<file path="config.mk">
export PLATFORM = sky130hd
export DESIGN_NAME = differential_drive_pid_controller_core
export DESIGN_NICKNAME = d
export VERILOG_FILES = /design/src/rtl/ddpc_pkg.sv /design/src/rtl/ddpc_ctrl.sv /design/src/rtl/ddpc_datapath.sv /design/src/rtl/differential_drive_pid_controller_core.sv
export SDC_FILE = /design/constraint.sdc
export NUM_CORES = 2
export LEC_CHECK = 0
export BUFFER_PORTS_ARGS = -buffer_cell sky130_fd_sc_hd__buf_2
export CAP_MARGIN = 20
export CORE_MARGIN = 8
export CORE_UTILIZATION = 39
export CTS_CLUSTER_DIAMETER = 50
export CTS_CLUSTER_SIZE = 12
export DETAILED_ROUTE_END_ITERATION = 12
export PLACE_DENSITY = 0.54
export SKIP_LAST_GASP = 1
export SLEW_MARGIN = 0
export SYNTH_ARGS = -nofsm -noshare
export SYNTH_HDL_FRONTEND = slang
export SYNTH_SLANG_ARGS = --single-unit
</file>
<file path="constraint.sdc">
create_clock -name clock -period 12.8 [get_ports clock]
set_input_delay 1.28 -clock clock [delete_from_list [all_inputs] [get_ports clock]]
set_output_delay 1.28 -clock clock [all_outputs]
set_load 0.1 [all_outputs]
</file>
<file path="src/rtl/ddpc_pkg.sv">
// ddpc_pkg: shared types, constants and helpers for the differential drive pid controller
// used by the controller, datapath and top level; depends on nothing else

package ddpc_pkg;

   // fixed block constants
   localparam int CONTROL_RATE_HZ = 1000;
   localparam int MAX_PWM         = 1024;
   localparam int BRAKE_TICKS     = 3000;

   // quotient bits: pwm magnitude before saturation is always below MAX_PWM
   localparam int QW  = $clog2(MAX_PWM);
   localparam int DCW = $clog2(QW);

   // number of gain products per tick (three loops, three gains each)
   localparam int MUL_TERMS = 9;

   // reciprocal of the tick rate, scaled by 2^32 and rounded up
   localparam logic [26:0] RATE_RECIP =
      27'(((64'd1 << 32) + 64'(CONTROL_RATE_HZ) - 64'd1) / 64'(CONTROL_RATE_HZ));

   localparam logic [16:0] PWM_LIMIT   = 17'(MAX_PWM);
   localparam logic [11:0] BRAKE_LOAD  = 12'(BRAKE_TICKS);

   // register indexes
   localparam logic [2:0] REG_ACCEL_HARD  = 3'd0;
   localparam logic [2:0] REG_ACCEL_SOFT  = 3'd1;
   localparam logic [2:0] REG_HARD_LIMIT  = 3'd2;
   localparam logic [2:0] REG_BRAKE_DECEL = 3'd3;
   localparam logic [2:0] REG_LINE_ON     = 3'd4;
   localparam logic [2:0] REG_LIN_GAINS   = 3'd5;
   localparam logic [2:0] REG_ANG_GAINS   = 3'd6;
   localparam logic [2:0] REG_LINE_GAINS  = 3'd7;

   // motor modes
   localparam logic [1:0] MODE_DISABLED = 2'd0;
   localparam logic [1:0] MODE_BRAKE    = 2'd1;
   localparam logic [1:0] MODE_DRIVE    = 2'd2;

   typedef enum logic [3:0] {
      ST_IDLE,
      ST_FRONT,
      ST_ERR,
      ST_MUL,
      ST_DRAIN,
      ST_MIX,
      ST_SCALE,
      ST_DIVINIT,
      ST_DIV,
      ST_STORE,
      ST_OUT
   } state_type;

   // controller to datapath commands
   typedef struct packed {
      logic       capture;
      logic       front;
      logic       errs;
      logic       mul_pid;
      logic [3:0] term;
      logic       mix;
      logic       scale;
      logic       side;
      logic       div_init;
      logic       div_step;
      logic       store;
      logic       out_load;
   } cmd_type;

   // datapath to controller status
   typedef struct packed {
      logic run;
   } status_type;

   // signed 32-bit add with saturation
   function automatic logic [31:0] sat_add32(input logic [31:0] a, input logic [31:0] b);
      logic [32:0] s;
      begin
         s = {a[31], a} + {b[31], b};
         if (s[32] != s[31]) begin
            sat_add32 = s[32] ? 32'h8000_0000 : 32'h7fff_ffff;
         end else begin
            sat_add32 = s[31:0];
         end
      end
   endfunction

endpackage

</file>
<file path="src/rtl/ddpc_ctrl.sv">
// ddpc_ctrl: sequencer for one control tick, drives the datapath by command struct
// depends on ddpc_pkg

module ddpc_ctrl (
   input  logic                 clock,
   input  logic                 reset,
   input  logic                 req_valid,
   output logic                 req_ready,
   output logic                 rsp_valid,
   input  logic                 rsp_ready,
   input  ddpc_pkg::status_type status,
   output ddpc_pkg::cmd_type    cmd
);
   import ddpc_pkg::*;

   state_type        state_ff, state_in;
   logic [3:0]       term_ff, term_in;
   logic [DCW-1:0]   dcnt_ff, dcnt_in;
   logic             side_ff, side_in;
   logic             rsp_valid_ff, rsp_valid_in;
   logic             can_load;

   assign can_load = !rsp_valid_ff || rsp_ready;

   // next state
   always_comb begin
      state_in = state_ff;
      case (state_ff)
         ST_IDLE:    if (req_valid) state_in = ST_FRONT;
         ST_FRONT:   state_in = status.run ? ST_ERR : ST_OUT;
         ST_ERR:     state_in = ST_MUL;
         ST_MUL:     if (term_ff == 4'(MUL_TERMS - 1)) state_in = ST_DRAIN;
         ST_DRAIN:   state_in = ST_MIX;
         ST_MIX:     state_in = ST_SCALE;
         ST_SCALE:   state_in = ST_DIVINIT;
         ST_DIVINIT: state_in = ST_DIV;
         ST_DIV:     if (dcnt_ff == DCW'(QW - 1)) state_in = ST_STORE;
         ST_STORE:   state_in = side_ff ? ST_OUT : ST_SCALE;
         ST_OUT:     if (can_load) state_in = ST_IDLE;
         default:    state_in = ST_IDLE;
      endcase
   end

   // counters and result valid
   always_comb begin
      term_in      = term_ff;
      dcnt_in      = dcnt_ff;
      side_in      = side_ff;
      rsp_valid_in = rsp_valid_ff;
      if (rsp_valid_ff && rsp_ready) rsp_valid_in = 1'b0;
      case (state_ff)
         ST_ERR: begin
            term_in = 4'd0;
            side_in = 1'b0;
         end
         ST_MUL:     term_in = term_ff + 4'd1;
         ST_DIVINIT: dcnt_in = '0;
         ST_DIV:     dcnt_in = dcnt_ff + DCW'(1);
         ST_STORE:   side_in = 1'b1;
         ST_OUT:     if (can_load) rsp_valid_in = 1'b1;
         default: begin
         end
      endcase
   end

   always_ff @(posedge clock) begin
      if (reset) begin
         state_ff     <= ST_IDLE;
         term_ff      <= 4'd0;
         dcnt_ff      <= '0;
         side_ff      <= 1'b0;
         rsp_valid_ff <= 1'b0;
      end else begin
         state_ff     <= state_in;
         term_ff      <= term_in;
         dcnt_ff      <= dcnt_in;
         side_ff      <= side_in;
         rsp_valid_ff <= rsp_valid_in;
      end
   end

   // command decode
   always_comb begin
      cmd          = '0;
      cmd.term     = term_ff;
      cmd.side     = side_ff;
      cmd.capture  = (state_ff == ST_IDLE) && req_valid;
      cmd.front    = (state_ff == ST_FRONT);
      cmd.errs     = (state_ff == ST_ERR);
      cmd.mul_pid  = (state_ff == ST_MUL);
      cmd.mix      = (state_ff == ST_MIX);
      cmd.scale    = (state_ff == ST_SCALE);
      cmd.div_init = (state_ff == ST_DIVINIT);
      cmd.div_step = (state_ff == ST_DIV);
      cmd.store    = (state_ff == ST_STORE);
      cmd.out_load = (state_ff == ST_OUT) && can_load;
   end

   assign req_ready = (state_ff == ST_IDLE);
   assign rsp_valid = rsp_valid_ff;

endmodule

</file>
<file path="src/rtl/ddpc_datapath.sv">
// ddpc_datapath: config registers, loop state, shared multiplier, pwm divider, result register
// depends on ddpc_pkg

module ddpc_datapath (
   input  logic                 clock,
   input  logic                 reset,
   input  ddpc_pkg::cmd_type    cmd,
   output ddpc_pkg::status_type status,
   input  logic                 csr_wr_en,
   input  logic [2:0]           csr_index,
   input  logic [47:0]          csr_wdata,
   input  logic                 req_run_active,
   input  logic signed [15:0]   req_target_speed,
   input  logic                 req_force_speed,
   input  logic signed [15:0]   req_angular_target,
   input  logic signed [15:0]   req_left_wheel_speed,
   input  logic signed [15:0]   req_right_wheel_speed,
   input  logic signed [15:0]   req_gyro_rate,
   input  logic signed [15:0]   req_line_position,
   input  logic [13:0]          req_battery_mv,
   output logic signed [11:0]   rsp_left_pwm,
   output logic signed [11:0]   rsp_right_pwm,
   output logic [1:0]           rsp_motor_mode,
   output logic signed [15:0]   rsp_ideal_speed_out
);
   import ddpc_pkg::*;

   // configuration registers
   logic [15:0] accel_hard_ff, accel_soft_ff, brake_decel_ff;
   logic [14:0] hard_limit_ff;
   logic        line_on_ff;
   logic [47:0] lin_gains_ff, ang_gains_ff, line_gains_ff;

   always_ff @(posedge clock) begin
      if (reset) begin
         accel_hard_ff  <= '0;
         accel_soft_ff  <= '0;
         hard_limit_ff  <= '0;
         brake_decel_ff <= '0;
         line_on_ff     <= 1'b0;
         lin_gains_ff   <= '0;
         ang_gains_ff   <= '0;
         line_gains_ff  <= '0;
      end else if (csr_wr_en) begin
         case (csr_index)
            REG_ACCEL_HARD:  accel_hard_ff  <= csr_wdata[15:0];
            REG_ACCEL_SOFT:  accel_soft_ff  <= csr_wdata[15:0];
            REG_HARD_LIMIT:  hard_limit_ff  <= csr_wdata[14:0];
            REG_BRAKE_DECEL: brake_decel_ff <= csr_wdata[15:0];
            REG_LINE_ON:     line_on_ff     <= csr_wdata[0];
            REG_LIN_GAINS:   lin_gains_ff   <= csr_wdata;
            REG_ANG_GAINS:   ang_gains_ff   <= csr_wdata;
            REG_LINE_GAINS:  line_gains_ff  <= csr_wdata;
            default: begin
            end
         endcase
      end
   end

   // per-tick ramp steps: acceleration over tick rate by reciprocal multiply
   logic [42:0] hard_prod, soft_prod, brake_prod;
   logic [10:0] hard_step_ff, soft_step_ff, brake_step_ff;

   assign hard_prod  = 43'(accel_hard_ff)  * 43'(RATE_RECIP);
   assign soft_prod  = 43'(accel_soft_ff)  * 43'(RATE_RECIP);
   assign brake_prod = 43'(brake_decel_ff) * 43'(RATE_RECIP);

   always_ff @(posedge clock) begin
      hard_step_ff  <= hard_prod[42:32];
      soft_step_ff  <= soft_prod[42:32];
      brake_step_ff <= brake_prod[42:32];
   end

   // input beat capture
   logic               run_ff, force_ff;
   logic signed [15:0] target_ff, ang_t_ff, wl_ff, wr_ff, gyro_ff, linepos_ff;
   logic [31:0]        t_ff;
   logic [13:0]        bat_eff;

   assign bat_eff = (req_battery_mv == 14'd0) ? 14'd1 : req_battery_mv;

   always_ff @(posedge clock) begin
      if (cmd.capture) begin
         run_ff     <= req_run_active;
         force_ff   <= req_force_speed;
         target_ff  <= req_target_speed;
         ang_t_ff   <= req_angular_target;
         wl_ff      <= req_left_wheel_speed;
         wr_ff      <= req_right_wheel_speed;
         gyro_ff    <= req_gyro_rate;
         linepos_ff <= req_line_position;
         t_ff       <= {bat_eff, 18'd0};
      end
   end

   assign status.run = run_ff;

   // loop state
   logic signed [15:0] ideal_ff;
   logic signed [16:0] lin_prev_ff, ang_prev_ff;
   logic signed [15:0] line_prev_ff;
   logic [31:0]        lin_sum_ff, ang_sum_ff, line_sum_ff;
   logic               was_running_ff;
   logic [11:0]        timer_ff;
   logic signed [16:0] le_ff, ae_ff;
   logic signed [15:0] se_ff;

   // run edges and brake timer
   logic        start_edge, stop_edge, any_edge;
   logic [11:0] timer_eff;

   assign start_edge = run_ff && !was_running_ff;
   assign stop_edge  = !run_ff && was_running_ff;
   assign any_edge   = start_edge || stop_edge;

   always_comb begin
      timer_eff = timer_ff;
      if (start_edge) timer_eff = 12'd0;
      else if (stop_edge) timer_eff = BRAKE_LOAD;
   end

   // ideal speed ramp
   logic signed [15:0] base, cur, ramp;
   logic signed [17:0] up, dn, tgt18;
   logic [10:0]        up_step;
   logic               use_hard;

   always_comb begin
      base     = any_edge ? 16'sd0 : ideal_ff;
      cur      = force_ff ? target_ff : base;
      use_hard = (hard_limit_ff == 15'd0) ||
                 ($signed({cur[15], cur}) < $signed({2'b00, hard_limit_ff}));
      up_step  = use_hard ? hard_step_ff : soft_step_ff;
      tgt18    = {{2{target_ff[15]}}, target_ff};
      up       = {{2{cur[15]}}, cur} + $signed({7'd0, up_step});
      dn       = {{2{cur[15]}}, cur} - $signed({7'd0, brake_step_ff});
      if (cur < target_ff) begin
         ramp = (up > tgt18) ? target_ff : up[15:0];
      end else if (cur > target_ff) begin
         ramp = (dn < tgt18) ? target_ff : dn[15:0];
      end else begin
         ramp = cur;
      end
   end

   // errors of this tick
   logic signed [16:0] wsum, wadj, half, le_in, ae_in;
   logic signed [15:0] se_in;

   always_comb begin
      wsum  = {wl_ff[15], wl_ff} + {wr_ff[15], wr_ff};
      wadj  = wsum + 17'(wsum[16]);
      half  = wadj >>> 1;
      le_in = {ideal_ff[15], ideal_ff} - half;
      ae_in = {ang_t_ff[15], ang_t_ff} + {gyro_ff[15], gyro_ff};
      se_in = line_on_ff ? linepos_ff : 16'sd0;
   end

   // mixed voltages and pwm staging
   logic signed [63:0] lin_acc_ff, ang_acc_ff, vl_ff, vr_ff;
   logic [1:0]         mode_ff;
   logic [11:0]        pwm_l_ff, pwm_r_ff;

   // shared multiplier
   logic signed [17:0] mul_a;
   logic signed [33:0] mul_b;
   logic signed [51:0] prod_ff;
   logic               acc_en_ff;
   logic [3:0]         tag_ff;
   logic signed [17:0] lin_d, ang_d;
   logic signed [16:0] line_d;
   logic signed [63:0] v_sel;
   logic [63:0]        mag;
   logic               neg_ff, sat_ff;

   assign lin_d  = {le_ff[16], le_ff} - {lin_prev_ff[16], lin_prev_ff};
   assign ang_d  = {ae_ff[16], ae_ff} - {ang_prev_ff[16], ang_prev_ff};
   assign line_d = {se_ff[15], se_ff} - {line_prev_ff[15], line_prev_ff};

   assign v_sel = cmd.side ? vr_ff : vl_ff;
   assign mag   = v_sel[63] ? 64'(-v_sel) : 64'(v_sel);

   // operand select: gain field by term, or pwm scale of the magnitude
   always_comb begin
      mul_a = '0;
      mul_b = '0;
      if (cmd.scale) begin
         mul_a = $signed({1'b0, PWM_LIMIT});
         mul_b = $signed({2'b00, mag[31:0]});
      end else begin
         case (cmd.term)
            4'd0: begin
               mul_a = $signed({2'b00, lin_gains_ff[15:0]});
               mul_b = 34'(le_ff);
            end
            4'd1: begin
               mul_a = $signed({2'b00, lin_gains_ff[31:16]});
               mul_b = 34'($signed(lin_sum_ff));
            end
            4'd2: begin
               mul_a = $signed({2'b00, lin_gains_ff[47:32]});
               mul_b = 34'(lin_d);
            end
            4'd3: begin
               mul_a = $signed({2'b00, ang_gains_ff[15:0]});
               mul_b = 34'(ae_ff);
            end
            4'd4: begin
               mul_a = $signed({2'b00, ang_gains_ff[31:16]});
               mul_b = 34'($signed(ang_sum_ff));
            end
            4'd5: begin
               mul_a = $signed({2'b00, ang_gains_ff[47:32]});
               mul_b = 34'(ang_d);
            end
            4'd6: begin
               mul_a = $signed({2'b00, line_gains_ff[15:0]});
               mul_b = 34'(se_ff);
            end
            4'd7: begin
               mul_a = $signed({2'b00, line_gains_ff[31:16]});
               mul_b = 34'($signed(line_sum_ff));
            end
            4'd8: begin
               mul_a = $signed({2'b00, line_gains_ff[47:32]});
               mul_b = 34'(line_d);
            end
            default: begin
               mul_a = '0;
               mul_b = '0;
            end
         endcase
      end
   end

   always_ff @(posedge clock) begin
      prod_ff <= mul_a * mul_b;
      tag_ff  <= cmd.term;
   end

   always_ff @(posedge clock) begin
      if (reset) acc_en_ff <= 1'b0;
      else acc_en_ff <= cmd.mul_pid;
   end

   // product accumulate: linear and line terms carry a factor of 1024
   logic signed [63:0] p64, p_sh;

   assign p64  = {{12{prod_ff[51]}}, prod_ff};
   assign p_sh = {p64[53:0], 10'd0};

   always_ff @(posedge clock) begin
      if (cmd.errs) begin
         lin_acc_ff <= '0;
         ang_acc_ff <= '0;
      end else if (acc_en_ff) begin
         if (tag_ff < 4'd3) lin_acc_ff <= lin_acc_ff + p_sh;
         else if (tag_ff < 4'd6) ang_acc_ff <= ang_acc_ff + p64;
         else ang_acc_ff <= ang_acc_ff + p_sh;
      end
      if (cmd.mix) begin
         vl_ff <= lin_acc_ff + ang_acc_ff;
         vr_ff <= lin_acc_ff - ang_acc_ff;
      end
   end

   // loop state update
   always_ff @(posedge clock) begin
      if (reset) begin
         ideal_ff       <= '0;
         lin_prev_ff    <= '0;
         ang_prev_ff    <= '0;
         line_prev_ff   <= '0;
         lin_sum_ff     <= '0;
         ang_sum_ff     <= '0;
         line_sum_ff    <= '0;
         was_running_ff <= 1'b0;
         timer_ff       <= '0;
      end else begin
         if (cmd.front) begin
            was_running_ff <= run_ff;
            if (any_edge) begin
               lin_prev_ff  <= '0;
               ang_prev_ff  <= '0;
               line_prev_ff <= '0;
               lin_sum_ff   <= '0;
               ang_sum_ff   <= '0;
               line_sum_ff  <= '0;
            end
            if (run_ff) begin
               ideal_ff <= ramp;
               timer_ff <= timer_eff;
            end else begin
               ideal_ff <= base;
               timer_ff <= (timer_eff != 12'd0) ? timer_eff - 12'd1 : 12'd0;
            end
         end
         if (cmd.errs) begin
            lin_sum_ff <= sat_add32(lin_sum_ff, 32'(le_in));
            ang_sum_ff <= sat_add32(ang_sum_ff, 32'(ae_in));
            if (line_on_ff) line_sum_ff <= sat_add32(line_sum_ff, 32'(se_in));
         end
         if (cmd.mix) begin
            lin_prev_ff  <= le_ff;
            ang_prev_ff  <= ae_ff;
            line_prev_ff <= se_ff;
         end
      end
   end

   always_ff @(posedge clock) begin
      if (cmd.errs) begin
         le_ff <= le_in;
         ae_ff <= ae_in;
         se_ff <= se_in;
      end
   end

   // pwm divider: restoring, one quotient bit a cycle
   logic [31:0]   rem_ff;
   logic [QW-1:0] qr_ff;
   logic [32:0]   trial, tdiff;
   logic          ge;
   logic [16:0]   pmag;
   logic [17:0]   psgn;

   assign trial = {rem_ff, qr_ff[QW-1]};
   assign tdiff = trial - {1'b0, t_ff};
   assign ge    = trial >= {1'b0, t_ff};
   assign pmag  = sat_ff ? PWM_LIMIT : 17'(qr_ff);
   assign psgn  = neg_ff ? 18'(-{1'b0, pmag}) : {1'b0, pmag};

   always_ff @(posedge clock) begin
      if (cmd.scale) begin
         neg_ff <= v_sel[63];
         sat_ff <= mag >= {32'd0, t_ff};
      end
      if (cmd.div_init) begin
         rem_ff <= prod_ff[QW+31:QW];
         qr_ff  <= prod_ff[QW-1:0];
      end else if (cmd.div_step) begin
         rem_ff <= ge ? tdiff[31:0] : trial[31:0];
         qr_ff  <= {qr_ff[QW-2:0], ge};
      end
   end

   // result staging and output register
   always_ff @(posedge clock) begin
      if (cmd.front) begin
         if (run_ff) begin
            mode_ff <= MODE_DRIVE;
         end else begin
            mode_ff  <= (timer_eff != 12'd0) ? MODE_BRAKE : MODE_DISABLED;
            pwm_l_ff <= '0;
            pwm_r_ff <= '0;
         end
      end
      if (cmd.store) begin
         if (cmd.side) pwm_r_ff <= psgn[11:0];
         else pwm_l_ff <= psgn[11:0];
      end
      if (cmd.out_load) begin
         rsp_left_pwm        <= $signed(pwm_l_ff);
         rsp_right_pwm       <= $signed(pwm_r_ff);
         rsp_motor_mode      <= mode_ff;
         rsp_ideal_speed_out <= ideal_ff;
      end
   end

endmodule

</file>
<file path="src/rtl/differential_drive_pid_controller_core.sv">
// differential_drive_pid_controller_core: top level of the drive controller
// depends on ddpc_pkg, ddpc_ctrl and ddpc_datapath

// One request beat is one control tick; one response beat comes back per tick.
// In a running tick the nine gain products go one per cycle through a single
// shared multiplier, then each wheel's pwm is divided by the battery voltage
// in an iterative divider that makes one quotient bit a cycle. A stopped tick
// goes from the front step straight to the output step. A new tick is accepted
// only once the previous one has been handed to the response register, which
// can hold a finished beat while the next tick is already being computed.
// The user must write registers through the csr port only while no tick is
// in flight; the block itself does not enforce this.

module differential_drive_pid_controller_core (
   input  logic               clock,
   input  logic               reset,
   input  logic               csr_wr_en,
   input  logic [2:0]         csr_index,
   input  logic [47:0]        csr_wdata,
   input  logic               req_valid,
   output logic               req_ready,
   input  logic               req_run_active,
   input  logic signed [15:0] req_target_speed,
   input  logic               req_force_speed,
   input  logic signed [15:0] req_angular_target,
   input  logic signed [15:0] req_left_wheel_speed,
   input  logic signed [15:0] req_right_wheel_speed,
   input  logic signed [15:0] req_gyro_rate,
   input  logic signed [15:0] req_line_position,
   input  logic [13:0]        req_battery_mv,
   output logic               rsp_valid,
   input  logic               rsp_ready,
   output logic signed [11:0] rsp_left_pwm,
   output logic signed [11:0] rsp_right_pwm,
   output logic [1:0]         rsp_motor_mode,
   output logic signed [15:0] rsp_ideal_speed_out
);
   import ddpc_pkg::*;

   cmd_type    cmd;
   status_type status;

   // tick sequencer
   ddpc_ctrl u_ctrl (
      .clock     (clock),
      .reset     (reset),
      .req_valid (req_valid),
      .req_ready (req_ready),
      .rsp_valid (rsp_valid),
      .rsp_ready (rsp_ready),
      .status    (status),
      .cmd       (cmd)
   );

   // arithmetic and state
   ddpc_datapath u_datapath (
      .clock                 (clock),
      .reset                 (reset),
      .cmd                   (cmd),
      .status                (status),
      .csr_wr_en             (csr_wr_en),
      .csr_index             (csr_index),
      .csr_wdata             (csr_wdata),
      .req_run_active        (req_run_active),
      .req_target_speed      (req_target_speed),
      .req_force_speed       (req_force_speed),
      .req_angular_target    (req_angular_target),
      .req_left_wheel_speed  (req_left_wheel_speed),
      .req_right_wheel_speed (req_right_wheel_speed),
      .req_gyro_rate         (req_gyro_rate),
      .req_line_position     (req_line_position),
      .req_battery_mv        (req_battery_mv),
      .rsp_left_pwm          (rsp_left_pwm),
      .rsp_right_pwm         (rsp_right_pwm),
      .rsp_motor_mode        (rsp_motor_mode),
      .rsp_ideal_speed_out   (rsp_ideal_speed_out)
   );

endmodule

</file>
# Word level (Yosys, flattened, before mapping)
# Index checks and enable logic that the tools add are counted.
# Widths: inputs -> output; s select.
[word_totals]
regBits = 1005
latch_bits = 0
mem_bits_rw = 0
romBits = 0
inputBits = 168
wordCells = 232
mem_count = 0
[op_classes]
add_sub_neg = 23
n_mul = 4
div = 0
n_lt_le_gt_ge = 9
n_eq_ne = 33
n_shift = 0
muxes = 70
bitwise = 1
reduce_logical = 37
[op_table]
columns = ["cell", "count"]
rows = [
  ["$mux 32", 17],
  ["$pmux 34 s9", 1],
  ["$mux 16", 12],
  ["$mux 64", 3],
  ["$mux 12", 13],
  ["$pmux 16 s9", 1],
  ["$add 64x62->64", 2],
  ["$mul 16x20->36 const B", 3],
  ["$mux 17", 4],
  ["$add 32x17->33", 2],
  ["$add 64x52->64", 1],
  ["$add 64x64->64", 1],
  ["$ge 64x32->1", 1],
  ["$neg 64->64", 1],
  ["$sub 64x64->64", 1],
  ["$mul 17x34->51", 1],
  ["$pmux 4 s11", 1],
  ["$sub 17x17->18", 2],
  ["$add 16x16->17", 2],
  ["$mux 34", 1],
  ["$sub 16x16->17", 2],
  ["$add 32x16->33", 1],
  ["$ge 33x32->1", 1],
  ["$eq 4x3->1 const B", 8],
  ["41 further kinds", 95],
]

# Depth between registers and ports, before layout
[logic_depth]
word_depth = 13
ltp_mapped = 43
ltp_nobuf = 41

# Cells and area by module
# From an unflattened synthesis, not the netlist that was laid out.
[hier_totals]
hier_cells = 11189
area_unflattened_um2 = 97448.5
[modules_own_cells]
columns = ["module", "instances", "cells_per_inst", "area_each_um2", "seq_area_each_um2"]
rows = [
  ["ddpc_datapath", 1, 11079, 96597.6, 23372.4],
  ["ddpc_ctrl", 1, 110, 850.8, 280.3],
]

# Worst setup path after synthesis
# No wires, ideal clock.
[synth_timing]
path_type = "register to register"
startpoint = "register u_datapath.ae_ff[1]"
endpoint = "register u_datapath.prod_ff[50]"
setup_ps = 120
arrival_time_ps = 8853
slack_ps = 3827
path_stages_with_launch = 37
n_path_buf = 2
period_less_slack_ps = 8973
cell_sequence = "edfxtp_1 > ha_1 > nor2b_1 > o21a_1 > o21ai_0 > a21oi_1 > a211o_1 > o31a_1 > a21o_1 > a211oi_1 > a2111oi_0 > or4_1 > clkbuf_1 > clkbuf_1 > nand2_1 > fa_1 > fa_1 > fa_1 > fa_1 > inv_1 > fa_1 > inv_1 > fa_1 > inv_1 > ha_1 > and3_1 > and4_1 > o211ai_1 > o211ai_1 > o21bai_1 > a311oi_1 > a221oi_1 > o21bai_1 > a31oi_1 > o21ai_0 > a21oi_1 > xnor2_1"
[synth_between]
elab_chain_len = 4
[synth_rtl]
columns = ["element", "line", "source"]
rows = [
  ["start: declaration", "ddpc_datapath.sv:105", "logic signed [16:0] le_ff, ae_ff;"],
  ["start signal: assignment", "ddpc_datapath.sv:314", "ae_ff <= ae_in;"],
  ["$sub 17x17->18", "ddpc_datapath.sv:177", "assign ang_d = {ae_ff[16], ae_ff} - {ang_prev_ff[16], ang_prev_ff};"],
  ["$pmux 34 s9 *", "ddpc_datapath.sv:191", "case (cmd.term)"],
  ["$mux 34 *", "ddpc_datapath.sv:187", "if (cmd.scale) begin"],
  ["$mul 17x34->51 *", "ddpc_datapath.sv:237", "prod_ff <= mul_a * mul_b;"],
  ["end signal: assignment", "ddpc_datapath.sv:237", ""],
  ["end: declaration", "ddpc_datapath.sv:167", "logic signed [51:0] prod_ff;"],
]
# Every way passes the cells marked *; elsewhere a longest branch is shown, timed or not.
# A chain may end at the register's enable or synchronous reset.

# Final worst setup path
[layout_timing]
startpoint = "register u_datapath.se_ff[0]"
endpoint = "register u_datapath.prod_ff[49]"
[layout_between]
elab_chain_len = 4
[layout_rtl]
columns = ["element", "line", "source"]
rows = [
  ["start: declaration", "ddpc_datapath.sv:106", "logic signed [15:0] se_ff;"],
  ["start signal: assignment", "ddpc_datapath.sv:315", "se_ff <= se_in;"],
  ["$sub 16x16->17", "ddpc_datapath.sv:178", "assign line_d = {se_ff[15], se_ff} - {line_prev_ff[15], line_prev_ff};"],
  ["$pmux 34 s9 *", "ddpc_datapath.sv:191", ""],
  ["$mux 34 *", "ddpc_datapath.sv:187", ""],
  ["$mul 17x34->51 *", "ddpc_datapath.sv:237", ""],
]
# Marks and branches as above.

==> impl_metrics.json <==
{
  "critPathMaxFanout": 30,
  "drt_iter0_drc": 7363,
  "fillers": 24043,
  "fp-row-count": 182,
  "clk_latency_ps": 860,
  "tightest_slew_ps": 1320,
  "first_global_vias": 81178,
  "io_buffers": 211,
  "cts_setup_buffers": 0,
  "drive_gt1_share_pct": 7.17,
  "endpoint_kind": "flip-flop",
  "ioPinCount": 212,
  "overflow": 0,
  "finalSetupTns_ps": 0,
  "viasPerCell": 5.64,
  "powerDensity_nw_per_um2": 183,
  "clk_pin_slew_worst_paths_ps": 60,
  "clockBufferDepth": 3,
  "synth-warning-count": 0,
  "synth_nets": 13130,
  "placedInstanceArea_um2": 101000,
  "ys_async_sr_fraction_pct": 0,
  "hp-start": "u_datapath.pwm_l_ff[11]",
  "gr-max-usage-layer": "met1",
  "synth_top_area_cell": "ha_1",
  "grt_pass1_wl_um": 507000,
  "crit_path_max_incr_delay_ps": 860,
  "ant_nets": 0,
  "met2_usage_pct": 36.3,
  "slew_viol_final": 0,
  "first_pass_iters": 9,
  "clock-sinks": 993,
  "synth_flop_cell": "dfxtp_1",
  "hold_viol_final": 0,
  "synthTopCellsByArea": "ha_1 (15%), fa_1 (15%), dfxtp_1 (13%), edfxtp_1 (12%), nand2_1 (5.1%)",
  "fin_skew_ps": 53.0,
  "fin_crit_sh_pct": 86.7,
  "layout.nets": 13164,
  "ys_ff_latch": 993,
  "final_cell_mix": "nand2_1 (1311), inv_1 (1287), ha_1 (1136)",
  "ys_seq_area_share_pct": 24.5,
  "synth_cell_types": 110,
  "arrival_ps": 11800,
  "cp_slowest_cell": "and4b_1",
  "hold_path.class": "flip-flop to flip-flop",
  "fp.dieH_um": 514,
  "grtUsageMet1_pct": 36.6,
  "gp_congestion": 0.951,
  "die_area_um2": 264000,
  "gr-usage-all-layers_pct": 24.8,
  "cts_hold_buf": 0,
  "status": "complete, no violations",
  "areaGrowthSynthToFinish_pct": 10.6,
  "routed-via-count": 82426,
  "hold_slack_ps": 433,
  "crit_type": "flip-flop to flip-flop",
  "leakagePower_uw": 0.0487,
  "finalInstanceArea_um2": 107000,
  "period_needed_ps": 11100,
  "die-width_um": 514,
  "r2r-start": "u_datapath.se_ff[0]",
  "post_cts_resize_count": 0,
  "grt_setup_unrepaired": "false",
  "grt_util_met3_pct": 5.34,
  "netlist.area_leader.share_pct": 14.7,
  "cts_buffers": 165,
  "synth_cells": 11120,
  "synth_edf_count": 377,
  "startpoint_type": "flip-flop",
  "final_common_cell": "nand2_1",
  "wl_um": 336000,
  "max_freq_mhz": 90.1,
  "setup_viol": 0,
  "h-tree-depth": 4,
  "cap_violations": 0,
  "drc_errors": 0,
  "syn_area_um2": 96600,
  "crit_start": "u_datapath.se_ff[0]",
  "avgSynthCellArea_um2": 8.69,
  "cp_data_required_time_ps": 13500,
  "place_hpwl_um": 265000,
  "irDropWorstVdd_uv": 243,
  "antenna_found_initial": 23,
  "root_buffer": "clkbuf_16",
  "relSlewSlack_pct": 11.5,
  "p_total_uw": 19500,
  "initial_utilization_pct": 39.2,
  "coreArea_um2": 246000,
  "crit_top_cell": "fa_1",
  "routedWlPerCell_um": 23.0,
  "grt_max_degree": 200,
  "cts_tree": "done"
}
[through the flow]
step / utilization (%) / std cells / setup WS [ps]
2_1_floorplan: - / 11120 / 3830
3_3_place_gp: 41.1 / 14289 / 1730
3_5_place_dp: 41.1 / 14293 / 1870
4_1_cts: 43.4 / 14604 / 1770
5_1_grt: 43.4 / 14611 / 845
6_report: 43.4 / 14618 / 1700
[flip-flops by register name, indices dropped and copies added (netlist names), 17 cells and up]
register                  count
u_datapath.ang_acc_ff        64
u_datapath.vr_ff             64
u_datapath.vl_ff             63
u_datapath.lin_acc_ff        54
u_datapath.prod_ff           51
u_datapath.ang_gains_ff      48
u_datapath.lin_gains_ff      48
u_datapath.line_gains_ff     48
u_datapath.ang_sum_ff        32
u_datapath.lin_sum_ff        32
u_datapath.line_sum_ff       32
u_datapath.rem_ff            32
u_datapath.ae_ff             17
u_datapath.ang_prev_ff       17
u_datapath.le_ff             17
u_datapath.lin_prev_ff       17
[critical path, delay by kind of cell, from the launching register on]
kind,cells,cell delay (ps)
adder cells (fa/ha/maj),9,4030
buffers and inverters,4,230
flip-flops,1,370
AND/OR/NAND/NOR,7,2330
AO/OA/AOI/OAI,17,3960
[area by class of cell]
type	instances	area [µm²]	share of cell area, %
multi-input cells	8359	66500	62.2
flip-flops and latches	993	23700	22.1
inverters	1292	4850	4.54
clock buffers	206	4450	4.16
well taps	3312	4140	3.88
repair buffers	343	2130	1.99
clock inverters	105	1160	1.09
diodes	8	20.0	0.0187
[power breakdown]
group          total [µW]  switching [µW]  internal, µW
combinational       10200            6490          3700
sequential           4770             706          4060
clock                4550            1820          2730
total               19500            9020         10500
[worst paths after layout]
kind	endpoint	slack, ps	depth (start not counted)
worst max-delay path	u_datapath.prod_ff[49]	1700	37
worst min-delay path	u_datapath.rsp_left_pwm[11]	430	0
worst max register to register	u_datapath.prod_ff[49]	1700	37
worst min register to register	u_datapath.rsp_left_pwm[11]	430	0
[kinds of logic after synthesis]
family	after synthesis	synth area share, %
AO/OA/AOI/OAI	2742	18.2
XOR/XNOR	543	4.92
adder cells (fa/ha/maj)	1844	29.4
buffers and inverters	1768	6.97
flip-flops	993	24.5
multiplexers	143	1.56
AND/OR/NAND/NOR	3087	14.5
[synthesized netlist by cell type (171+ instances only)]
| library cell | number |
|---|---|
| xor2_1 | 182 |
| inv_1 | 1288 |
| fa_1 | 706 |
| nor2_1 | 717 |
| a21o_1 | 260 |
| ha_1 | 1136 |
| o21ai_0 | 440 |
| xnor2_1 | 361 |
| edfxtp_1 | 377 |
| a21oi_1 | 922 |
| dfxtp_1 | 616 |
| nand2_1 | 1314 |
| nand3_1 | 171 |
| a22oi_1 | 207 |
| clkbuf_1 | 409 |
[per-layer routing]
layer / routed length [µm] / vias up
met5: 0 / -
li1: - / 38449
met1: 160000 / 40429
met2: 138000 / 3044
met3: 28400 / 504
met4: 9360 / 0
No activity file was read; power rests on OpenSTA's default activity.
